$ cat config.mk
export PLATFORM = sky130hd
export DESIGN_NAME = sws_ctrl
export DESIGN_NICKNAME = d
export VERILOG_FILES = /design/src/rtl/core/sws_pkg.sv /design/src/rtl/core/sws_ctrl.sv
export SDC_FILE = /design/constraint.sdc
export NUM_CORES = 1
export LEC_CHECK = 0
export ABC_AREA = 1
export BUFFER_PORTS_ARGS = -buffer_cell sky130_fd_sc_hd__clkbuf_2
export CORE_AREA = 3 3 40 42
export CTS_BUF_LIST = sky130_fd_sc_hd__clkbuf_8
export CTS_CLUSTER_DIAMETER = 60
export DETAILED_ROUTE_END_ITERATION = 7
export DIE_AREA = 0 0 43 45
export MAX_ROUTING_LAYER = met4
export PLACE_DENSITY = 0.68
export SYNTH_ARGS = -nofsm -noshare
export SYNTH_HDL_FRONTEND = slang
export SYNTH_SLANG_ARGS = --single-unit
$ cat constraint.sdc
create_clock -name clk -period 2.2 [get_ports clk]
set_clock_uncertainty 0.1 [all_clocks]
set_input_delay 0.33 -clock clk [delete_from_list [all_inputs] [get_ports clk]]
set_output_delay 0.33 -clock clk [all_outputs]
set_load 0.01 [all_outputs]
$ cat src/rtl/core/sws_pkg.sv
// ============================================================================
// String wave stencil package
// Shared types, field widths and codes for the string wave stencil block.
// ============================================================================
package sws_pkg;

    localparam int RATIO_W     = 32;
    localparam int POINTS_W    = 8;
    localparam int VALUE_W     = 32;
    localparam int INDEX_W     = 7;
    localparam int KIND_W      = 2;
    localparam int PADDR_W     = 3;
    localparam int PDATA_W     = 32;
    localparam int NUM_BANKS   = 3;
    localparam int MIN_POINTS  = 3;
    localparam int FIRST_SHIFT = 25;
    localparam int STEP_SHIFT  = 24;

    localparam logic [KIND_W-1:0] KIND_LOAD    = 2'd0;
    localparam logic [KIND_W-1:0] KIND_ADVANCE = 2'd1;
    localparam logic [KIND_W-1:0] KIND_READ    = 2'd2;

    localparam logic REG_RATIO  = 1'b0;
    localparam logic REG_POINTS = 1'b1;

    localparam logic [RATIO_W-1:0]  RATIO_RESET  = 32'd16777216;
    localparam logic [POINTS_W-1:0] POINTS_RESET = 8'd128;

    typedef logic [1:0] bank_sel_t;

    localparam bank_sel_t BANK_A = 2'd0;
    localparam bank_sel_t BANK_B = 2'd1;
    localparam bank_sel_t BANK_C = 2'd2;

    typedef struct packed {
        logic [KIND_W-1:0]         kind;
        logic [INDEX_W-1:0]        point_index;
        logic signed [VALUE_W-1:0] load_value;
    } item_t;

    typedef struct packed {
        logic signed [VALUE_W-1:0] displacement;
        logic                      saturated;
    } result_t;

    typedef struct packed {
        logic take_item;
        logic clear_step;
        logic load_write;
        logic read_issue;
        logic out_load;
        logic zero_lo;
        logic zero_hi;
        logic sweep_start;
        logic sweep_issue;
        logic adv_finish;
    } ctrl_cmd_t;

    typedef struct packed {
        logic clear_last;
        logic sweep_last;
        logic pipe_busy;
        logic out_busy;
    } ctrl_status_t;

endpackage

$ cat src/rtl/core/sws_ctrl.sv
// ============================================================================
// String wave stencil controller
// Sequences the clearing pass, loads, reads and the advance sweep.
// ============================================================================
module sws_ctrl (
    input  logic                              clk,
    input  logic                              rst_n,
    input  logic                              item_valid,
    input  logic [sws_pkg::KIND_W-1:0]        item_kind,
    output logic                              item_stall,
    output sws_pkg::ctrl_cmd_t                cmd,
    input  sws_pkg::ctrl_status_t             status
);

    typedef enum logic [3:0] {
        ST_CLEAR,
        ST_IDLE,
        ST_LOAD,
        ST_RD_ISSUE,
        ST_RD_WAIT,
        ST_ZERO_LO,
        ST_ZERO_HI,
        ST_SWEEP,
        ST_DRAIN
    } state_t;

    state_t state_reg;
    state_t state_next;
    logic   stall_reg;
    logic   accept;

    assign item_stall = stall_reg;
    assign accept     = (state_reg == ST_IDLE) && item_valid && !stall_reg;

    always_comb
    begin
        state_next = state_reg;
        cmd        = '0;
        unique case (state_reg)
            ST_CLEAR:
            begin
                cmd.clear_step = 1'b1;
                if (status.clear_last)
                begin
                    state_next = ST_IDLE;
                end
            end
            ST_IDLE:
            begin
                if (accept)
                begin
                    cmd.take_item = 1'b1;
                    unique case (item_kind)
                        sws_pkg::KIND_LOAD:    state_next = ST_LOAD;
                        sws_pkg::KIND_ADVANCE: state_next = ST_ZERO_LO;
                        sws_pkg::KIND_READ:    state_next = ST_RD_ISSUE;
                        default:               state_next = ST_IDLE;
                    endcase
                end
            end
            ST_LOAD:
            begin
                cmd.load_write = 1'b1;
                state_next     = ST_IDLE;
            end
            ST_RD_ISSUE:
            begin
                cmd.read_issue = 1'b1;
                state_next     = ST_RD_WAIT;
            end
            ST_RD_WAIT:
            begin
                if (!status.out_busy)
                begin
                    cmd.out_load = 1'b1;
                    state_next   = ST_IDLE;
                end
            end
            ST_ZERO_LO:
            begin
                cmd.zero_lo = 1'b1;
                state_next  = ST_ZERO_HI;
            end
            ST_ZERO_HI:
            begin
                cmd.zero_hi     = 1'b1;
                cmd.sweep_start = 1'b1;
                state_next      = ST_SWEEP;
            end
            ST_SWEEP:
            begin
                cmd.sweep_issue = 1'b1;
                if (status.sweep_last)
                begin
                    state_next = ST_DRAIN;
                end
            end
            ST_DRAIN:
            begin
                if (!status.pipe_busy)
                begin
                    cmd.adv_finish = 1'b1;
                    state_next     = ST_IDLE;
                end
            end
            default:
            begin
                state_next = ST_IDLE;
            end
        endcase
    end

    always_ff @(posedge clk or negedge rst_n)
    begin
        if (!rst_n)
        begin
            state_reg <= ST_CLEAR;
            stall_reg <= 1'b1;
        end
        else
        begin
            state_reg <= state_next;
            stall_reg <= (state_next != ST_IDLE);
        end
    end

endmodule

# ---- After elaboration in Yosys (flattened, before gate mapping)
# Index checks and enable logic that the tools add are counted.
dict set report op_classes {
  n_addsub 0
  multipliers 0
  n_div 0
  order_cmp 0
  n_eq_ne 11
  shift 0
  muxes 19
  bitwise_logic 0
  n_reduce_logical 5
}
# operator n
set op_table {}
lappend op_table {{4-bit one-hot mux with 8 select lines} 1}
lappend op_table {{4-bit two-way mux} 5}
lappend op_table {{4-bit by 3-bit equality test with 1-bit output, second input constant} 4}
lappend op_table {{1-bit two-way mux} 11}
lappend op_table {{3-bit one-hot mux with 3 select lines} 1}
lappend op_table {{4-bit by 2-bit equality test with 1-bit output, second input constant} 2}
lappend op_table {{4-bit by 1-bit equality test with 1-bit output, second input constant} 1}
lappend op_table {{4-bit equality test, second input constant} 1}
lappend op_table {{4-bit logical NOT} 1}
lappend op_table {{4-bit by 1-bit inequality test with 1-bit output, second input constant} 1}
lappend op_table {{2-bit by 1-bit equality test with 1-bit output, second input constant} 1}
lappend op_table {{2-bit equality test, second input constant} 1}
lappend op_table {{1-bit logical AND} 2}
lappend op_table {{2-bit logical NOT} 1}
lappend op_table {{2-bit two-way mux} 1}
lappend op_table {{1-bit logical NOT} 1}
dict set report word_totals {
  ff_bits 5
  latch_bits 0
  ram_bits 0
  mem_bits_ro 0
  inputBits 9
  out_inout_bits 11
  wordCells 37
  memories 0
}

# ---- Depth between registers and ports, before layout
# Gate-level depths: netlist of the first run.
dict set report depth {
  depth_word 6
  depth_mapped 8
  depth_no_buf 8
}

# ---- Least setup slack after synthesis of the first run
# OpenSTA, ideal clock, no wires.
dict set report synth_path {
  path_kind {reg2out}
  from {register state_reg[3]}
  to {output port cmd[3] (netlist bit)}
  t_arrival_ps 1004
  required_time_ps 1770
  setup_slack_ps 766
  path_stages_with_launch 5
  n_path_buf 1
  cell_sequence {dfrtp_1 -> inv_2 -> nand3_2 -> nor2_1 -> buf_4}
}
# item line_no
set synth_lines {}
lappend synth_lines {{from (decl)} sws_ctrl.sv:27} ;# state_t state_reg;
lappend synth_lines {{from (signal assigned)} sws_ctrl.sv:122} ;# state_reg <= state_next;
lappend synth_lines {{to (decl)} sws_ctrl.sv:11} ;# output sws_pkg::ctrl_cmd_t cmd,

==> summary.md, run 1 <==
| Metric | Value |
|---|---|
| Synth top cells by count | `12 x inv_1, 11 x nor2_1, 9 x nand2_1` |
| Root Buffer | `clkbuf_8` |
| Sequential element share of the synthesized area | `28.1%` |
| Num CTS Buffers | `3` |
| Period Utilization, post-route | `75.2%` |
| Mux cell area share after synthesis | `0%` |
| FF-to-FF End | `state_reg[2]` |
| I/O Buffers | `19` |
| Largest family of logic cells by synthesized area | `simple AND/OR/NAND/NOR gates` |
| Syn_nets | `76` |
| Setup slack, reg-to-reg | `0.89 ns` |
| Cell Area, Synth | `449 sq um` |
| Area share of and/or/nand/nor cells after synthesis | `47.4%` |
| CTS sink count | `5` |
| Vias in the first global route | `403` |
| First-pass GRT wire length | `1560 um` |
| Core area | `1280 sq um` |
| Slowest CP cell | `dfrtp_1` |
| FF-to-FF path depth | `7` |
| Flops & latches, synth | `5` |
| Synth warn | `0` |
| Synthesized area per cell | `6.70 sq um` |
| Hold Vio Cnt, Final | `0` |
| Die W | `43 um` |
| Remaining antenna violation count after routing | `0` |
| # fillers | `138` |
| Worst hold-check path type | `in -> reg` |
| Synth Area in XOR/XNOR | `0%` |
| Vias | `460` |
| Synth async-reset ratio | `100%` |
| Iteration-0 DRC count of the detailed router | `7` |
| Worst path max stage delay | `0.46 ns` |
| Max reg flops | `4` |
| WS Path Type | `reg -> out` |
| # diodes | `0` |
| Max Cap Violations | `0` |
| Drt pass-1 iters | `3` |
| Clock slew at reported path FFs | `0.04 ns` |
| CTS Buffer Depth | `2` |
| Synth Instances | `67` |
| Outcome | `completed` |
| All-Layer GR Usage | `11.5%` |
| Setup Fix Bufs, Post-CTS | `0` |
| Post-synth top area share | `22.3%` |
| Crit-path cells | `nor2_2 > nand3_2 > inv_1 > clkbuf_2` |
| Per-cell routed wire length | `8.72 um` |
| Final nets | `99` |
| DP Wirelength | `784 um` |
| Power Density | `1250 nW/um^2` |
| Min-Delay Endpoint | `state_reg[1]` |
| Final TNS setup | `0 ns` |
| EDFF count, synth | `0` |
| RePlAce Congestion | `0.764` |
| Slew @ Worst Pin | `0.294 ns` |
| CP Launch Type | `flip-flop` |
| Synth cell types | `18` |
| Clock Latency Late Sink | `0.22 ns` |
| Fmax achieved | `604 MHz` |
| Complex-gate fraction of the synthesized area | `6.13%` |
| Worst hold stages | `2` |
| Initial Util | `35.0%` |
| CTS tree | `built` |
| Synth Area in Adders | `0%` |
| Top cell type by total area after synthesis | `dfrtp_1` |
| Hold_buf cts | `1` |
| R2R Path Start | `state_reg[0]` |
| Die height | `45 um` |
| Static Leak | `0.381 nW` |
| DRC | `0` |
| Tmin final | `1.66 ns` |
| Hold path startpoint | `item_kind[0]` |
| CP Capture Type | `output pin` |
| Slew HR | `80.4%` |
| H-tree levels | `1` |
| Final setup viols | `0` |
| Core Rows | `13` |
| Non-Filler Instances | `104` |
| Max Slew Vio Count | `0` |
| Ratio of cells with drive above 1 in the final layout | `47.2%` |
| Synth top area cells | `dfrtp_1 22%, inv_1 10%, nor2_1 9.2%` |
| Largest net degree at the start of global routing | `11` |
| RSZ-0062 raised after global routing | `no` |
| CP Data Required Time | `1.77 ns` |
| Placed cell count | `99` |
| Critical Path AT | `1.23 ns` |
| Crit-path max FO | `7` |
| WL final | `907 um` |
| Routed vias/inst | `4.42` |
| Post-CTS Resized | `0` |
| Die area | `1940 sq um` |
| Synth-to-layout area growth | `33.7%` |
| Main flop type after synthesis | `dfrtp_1` |
| Most common cell in the netlist | `inv_1` |
| Antenna violations before repair | `0` |
| GRT overflow | `0` |
| VDD IR-drop max | `518 uV` |
| Ports | `20` |
## worst max-delay path, delay by kind of cell, from the launching register on
family / cells / cell delay (ns)
DFF: 1 / 0.46
and+or+nand+nor: 2 / 0.35
buffers and inverters: 2 / 0.19
## report_power, final
group	switching [W]	leakage, nW	internal (W)	total, W
combinational	0.000236	0.294	0.000149	0.000384
sequential	0.0000611	0.0616	0.000134	0.000195
clock	0.0000478	0.0255	0.000122	0.000170
## cells by family (layout without fill, tap and decap cells)
group	Yosys count	after routing
buffers and inverters	19	41
AO/OA/AOI/OAI	4	4
AND/OR/NAND/NOR	39	39
flip-flops	5	5
## routing by layer
| layer | up-vias | part of all wire (%) | track usage [%] |
|---|---|---|---|
| met4 | 0 | 3.7 | 10.8 |
| met1 | 204 | 42 | 13.3 |
| li1 | 243 | - | - |
| met5 | - | 0 | - |
| met3 | 4 | 3.6 | 1.20 |
| met2 | 9 | 50 | 17.4 |
## final cells by class
class / instances / area, sq um / area share [%]
clock buffer: 3 / 41.3 / 6.87
clock inverter: 1 / 5.00 / 0.833
inverter: 17 / 63.8 / 10.6
multi-input combinational: 43 / 240 / 40.0
sequential: 5 / 126 / 21.0
tap: 15 / 18.8 / 3.13
timing repair buffer: 20 / 105 / 17.5
## layout by cell type (no fill, tap or decap)
master	synthesis	routed
a21oi_1	1	1
dlygate4sd3_1	0	1
nand2_2	3	3
nand3_2	3	3
o32ai_1	1	1
o21ai_0	1	1
dfstp_2	1	1
nor2_4	3	3
nand3_1	6	6
dfrtp_1	4	4
clkbuf_8	0	3
inv_2	5	5
nor4_1	1	1
inv_1	12	12
nand2_1	9	9
o21ai_2	1	1
clkbuf_2	0	19
nor2_1	11	11
clkinv_2	0	1
nor2_2	3	3
## worst max path at each step
stage               slack [ns]  cells past startpoint     end         start
finish                    0.54                      4  cmd[9]  state_reg[2]
global route              0.43                      4  cmd[5]  state_reg[1]
CTS                       0.53                      4  cmd[9]  state_reg[2]
detailed placement        0.78                      4  cmd[9]  state_reg[2]
global placement          0.78                      4  cmd[6]  state_reg[2]
floorplan                 0.77                      4  cmd[3]  state_reg[3]
## metrics by stage
stage	hold WS (ns)	total power [W]	setup WS (ns)	util (%)	area, sq um
6_report	0.237	0.000749	0.545	46.7	601
3_3_place_gp	0.0477	0.000579	0.776	42.4	544
2_1_floorplan	-0.0656	0.000502	0.766	-	449
5_1_grt	0.257	0.000827	0.429	46.7	601
3_5_place_dp	0.0499	0.000585	0.779	42.4	544
4_1_cts	0.235	0.000761	0.533	46.7	601
No activity file was read; power rests on OpenSTA's default activity.
==> inputs of run 2 (changes only) <==
--- a/config.mk
+++ b/config.mk
@@ -5,7 +5,7 @@
 export SDC_FILE = /design/constraint.sdc
 export NUM_CORES = 1
 export LEC_CHECK = 0
-export ABC_AREA = 1
+export ABC_AREA = 0
 export BUFFER_PORTS_ARGS = -buffer_cell sky130_fd_sc_hd__clkbuf_2
 export CORE_AREA = 3 3 40 42
 export CTS_BUF_LIST = sky130_fd_sc_hd__clkbuf_8
==> constraint.sdc (replaced) <==
create_clock -name clk -period 1.7 [get_ports clk]
set_clock_uncertainty 0.1 [all_clocks]
set_input_delay 0.255 -clock clk [delete_from_list [all_inputs] [get_ports clk]]
set_output_delay 0.255 -clock clk [all_outputs]
set_load 0.01 [all_outputs]
==> summary.md, run 2 <==
| Metric | Value |
|---|---|
| Crit-path max FO | `3` |
| CP Launch Type | `flip-flop` |
| I/O Buffers | `19` |
| Vias in the first global route | `427` |
| Synth top cells by count | `6 x nand2_1, 5 x nor2_1, 4 x dfrtp_1` |
| Cell Area, Synth | `440 sq um` |
| RSZ-0062 raised after global routing | `yes` |
| Slowest CP cell | `or4b_4` |
| Failing checks | `negative setup slack` |
| Synth async-reset ratio | `100%` |
| Initial Util | `34.3%` |
| Mux cell area share after synthesis | `0%` |
| GRT overflow | `0` |
| Synth warn | `0` |
| Core area | `1280 sq um` |
| Post-Place Worst Slack | `0.132 ns` |
| Post-synth top area share | `22.7%` |
| Antenna violations before repair | `0` |
| Worst hold-check path type | `in -> reg` |
| R2R Path Start | `state_reg[2]` |
| Top cell type by total area after synthesis | `dfrtp_1` |
| Outcome | `complete, but fails checks` |
| FF-to-FF End | `item_stall` |
| H-tree levels | `1` |
| Drt pass-1 iters | `2` |
| Final nets | `96` |
| CTS tree | `built` |
| WL final | `1290 um` |
| Largest family of logic cells by synthesized area | `simple AND/OR/NAND/NOR gates` |
| Area share of and/or/nand/nor cells after synthesis | `40.1%` |
| Largest net degree at the start of global routing | `12` |
| First-pass GRT wire length | `1860 um` |
| Remaining antenna violation count after routing | `0` |
| DP Wirelength | `867 um` |
| Hold path startpoint | `item_kind[0]` |
| Num CTS Buffers | `3` |
| M2 GR Usage | `20.1%` |
| Core Rows | `13` |
| Max Slew Vio Count | `0` |
| Vias | `500` |
| Tot Pwr | `0.00114 W` |
| Per-cell routed wire length | `12.7 um` |
| Tmin final | `1.75 ns` |
| Flops & latches, synth | `5` |
| CTS Buffer Depth | `2` |
| Root Buffer | `clkbuf_8` |
| Die height | `45 um` |
| Clock Latency Late Sink | `0.22 ns` |
| Slew HR | `81.4%` |
| Hold Vio Cnt, Final | `0` |
| Ratio of cells with drive above 1 in the final layout | `54.7%` |
| Most common cell in the netlist | `nand2_1` |
| Crit path depth | `3` |
| Synth-to-layout area growth | `63.9%` |
| FF-to-FF path depth | `5` |
| Ports | `20` |
| Die area | `1940 sq um` |
| Setup slack, reg-to-reg | `0.11 ns` |
| Die W | `43 um` |
| Max Cap Violations | `0` |
| Synth Area in XOR/XNOR | `0%` |
| Setup crit start | `state_reg[2]` |
| Buffer and inverter count on the worst path | `1` |
| CTS sink count | `5` |
| Sequential element share of the synthesized area | `28.7%` |
| VDD IR-drop max | `750 uV` |
| Fmax achieved | `570 MHz` |
| Critical Path AT | `1.40 ns` |
| All-Layer GR Usage | `13.6%` |
| GR Util met3 | `2.39%` |
| # diodes | `0` |
| CP Capture Type | `output pin` |
| Syn_nets | `62` |
| Cell family with most CP delay | `simple AND/OR/NAND/NOR gates` |
| RePlAce Congestion | `0.804` |
| CP Data Required Time | `1.34 ns` |
| Min-Delay Endpoint | `state_reg[1]` |
| GR Layer Usage met1 | `16.4%` |
| Most used routing layer | `met2` |
| Crit-path cells | `or4b_4 > nor2_4 > buf_6` |
| Max reg flops | `4` |
| Synth Area in Adders | `0%` |
| Final setup viols | `2` |
| Static Leak | `0.359 nW` |
| Slew @ Worst Pin | `0.276 ns` |
| Period Utilization, post-route | `103%` |
| Synth top area cells | `dfrtp_1 23%, o32ai_4 6.3%, dfstp_2 6.0%` |
| Power Density | `1580 nW/um^2` |
| PnR worst setup slack | `-0.0530 ns` |
| Commonest non-fill, non-tap cell in the layout | `clkbuf_2` |
| Main flop type after synthesis | `dfrtp_1` |
| Synth cell types | `32` |
| Routed vias/inst | `4.95` |
| Clock slew at reported path FFs | `0.03 ns` |
| DRC | `0` |
| WS Path Type | `reg -> out` |
| Complex-gate fraction of the synthesized area | `22.7%` |
| Synth Instances | `53` |
| Synthesized area per cell | `8.31 sq um` |
| Iteration-0 DRC count of the detailed router | `1` |
| EDFF count, synth | `0` |
| Worst path max stage delay | `0.57 ns` |
| Commonest cells after routing, fill and taps aside | `17 x clkbuf_2, 12 x buf_4, 6 x nand2_1` |
| Worst hold stages | `2` |
run 2: cell count changes in the layout (fill, tap and decap cells not counted), sizes merged, moves of 3 or more:
| cell | change |
|---|---|
| nand2 | -6 |
| buf | +16 |
| nor2 | -11 |
| nor3 | +3 |
| nand3 | -8 |
| inv | -13 |
| nand2b | +3 |
run 2: cell type report:
cell class / count / area [sq um]
fill: 125 / 563
multi-input combinational: 40 / 302
timing repair buffer: 34 / 218
sequential: 5 / 128
clock buffer: 3 / 41.3
tap: 15 / 18.8
inverter: 3 / 11.3
clock inverter: 1 / 3.75
run 2: cell families after synthesis:
logic type,Yosys count
compound gates,12
buf+inv,8
flops,5
simple gates,28
run 2: repair_timing:
item	4_1_cts	5_1_grt
resized for setup	2	8
endpoints found under the setup margin	2	6
cloned	0	1
hold buffers	1	0
pin swaps	2	1
buffers inserted	3	4
endpoints found under the hold margin	5	0
run 2: power breakdown:
group          internal (W)  switching (W)  total (W)
clock              0.000155      0.0000593   0.000214
combinational      0.000353       0.000352   0.000705
sequential         0.000181      0.0000395   0.000221
run 2: worst max path at each step:
stage / to / slack (ns)
after global routing: cmd[0] / -0.1
after detailed placement: cmd[9] / 0.13
after global placement: cmd[9] / 0.14
after floorplan: cmd[3] / 0.16
final: cmd[0] / -0.05
after CTS: cmd[0] / -0.07
run 2: per-layer routing:
metal	routed length (um)	share of wire [%]
met4	25	1.9
met2	651	51
met3	89	6.9
met1	521	40
met5	0	0
run 2: metrics by stage:
step,TNS (ns),util [%],hold slack [ns],area (sq um),instances
after floorplan,0,-,-0.141,440,53
after global placement,0,44.6,-0.0211,573,88
after detailed placement,0,44.6,-0.0174,573,88
after CTS,-0.118,51.4,0.150,661,96
after global routing,-0.256,56.2,0.165,722,101
final,-0.0715,56.2,0.152,722,101
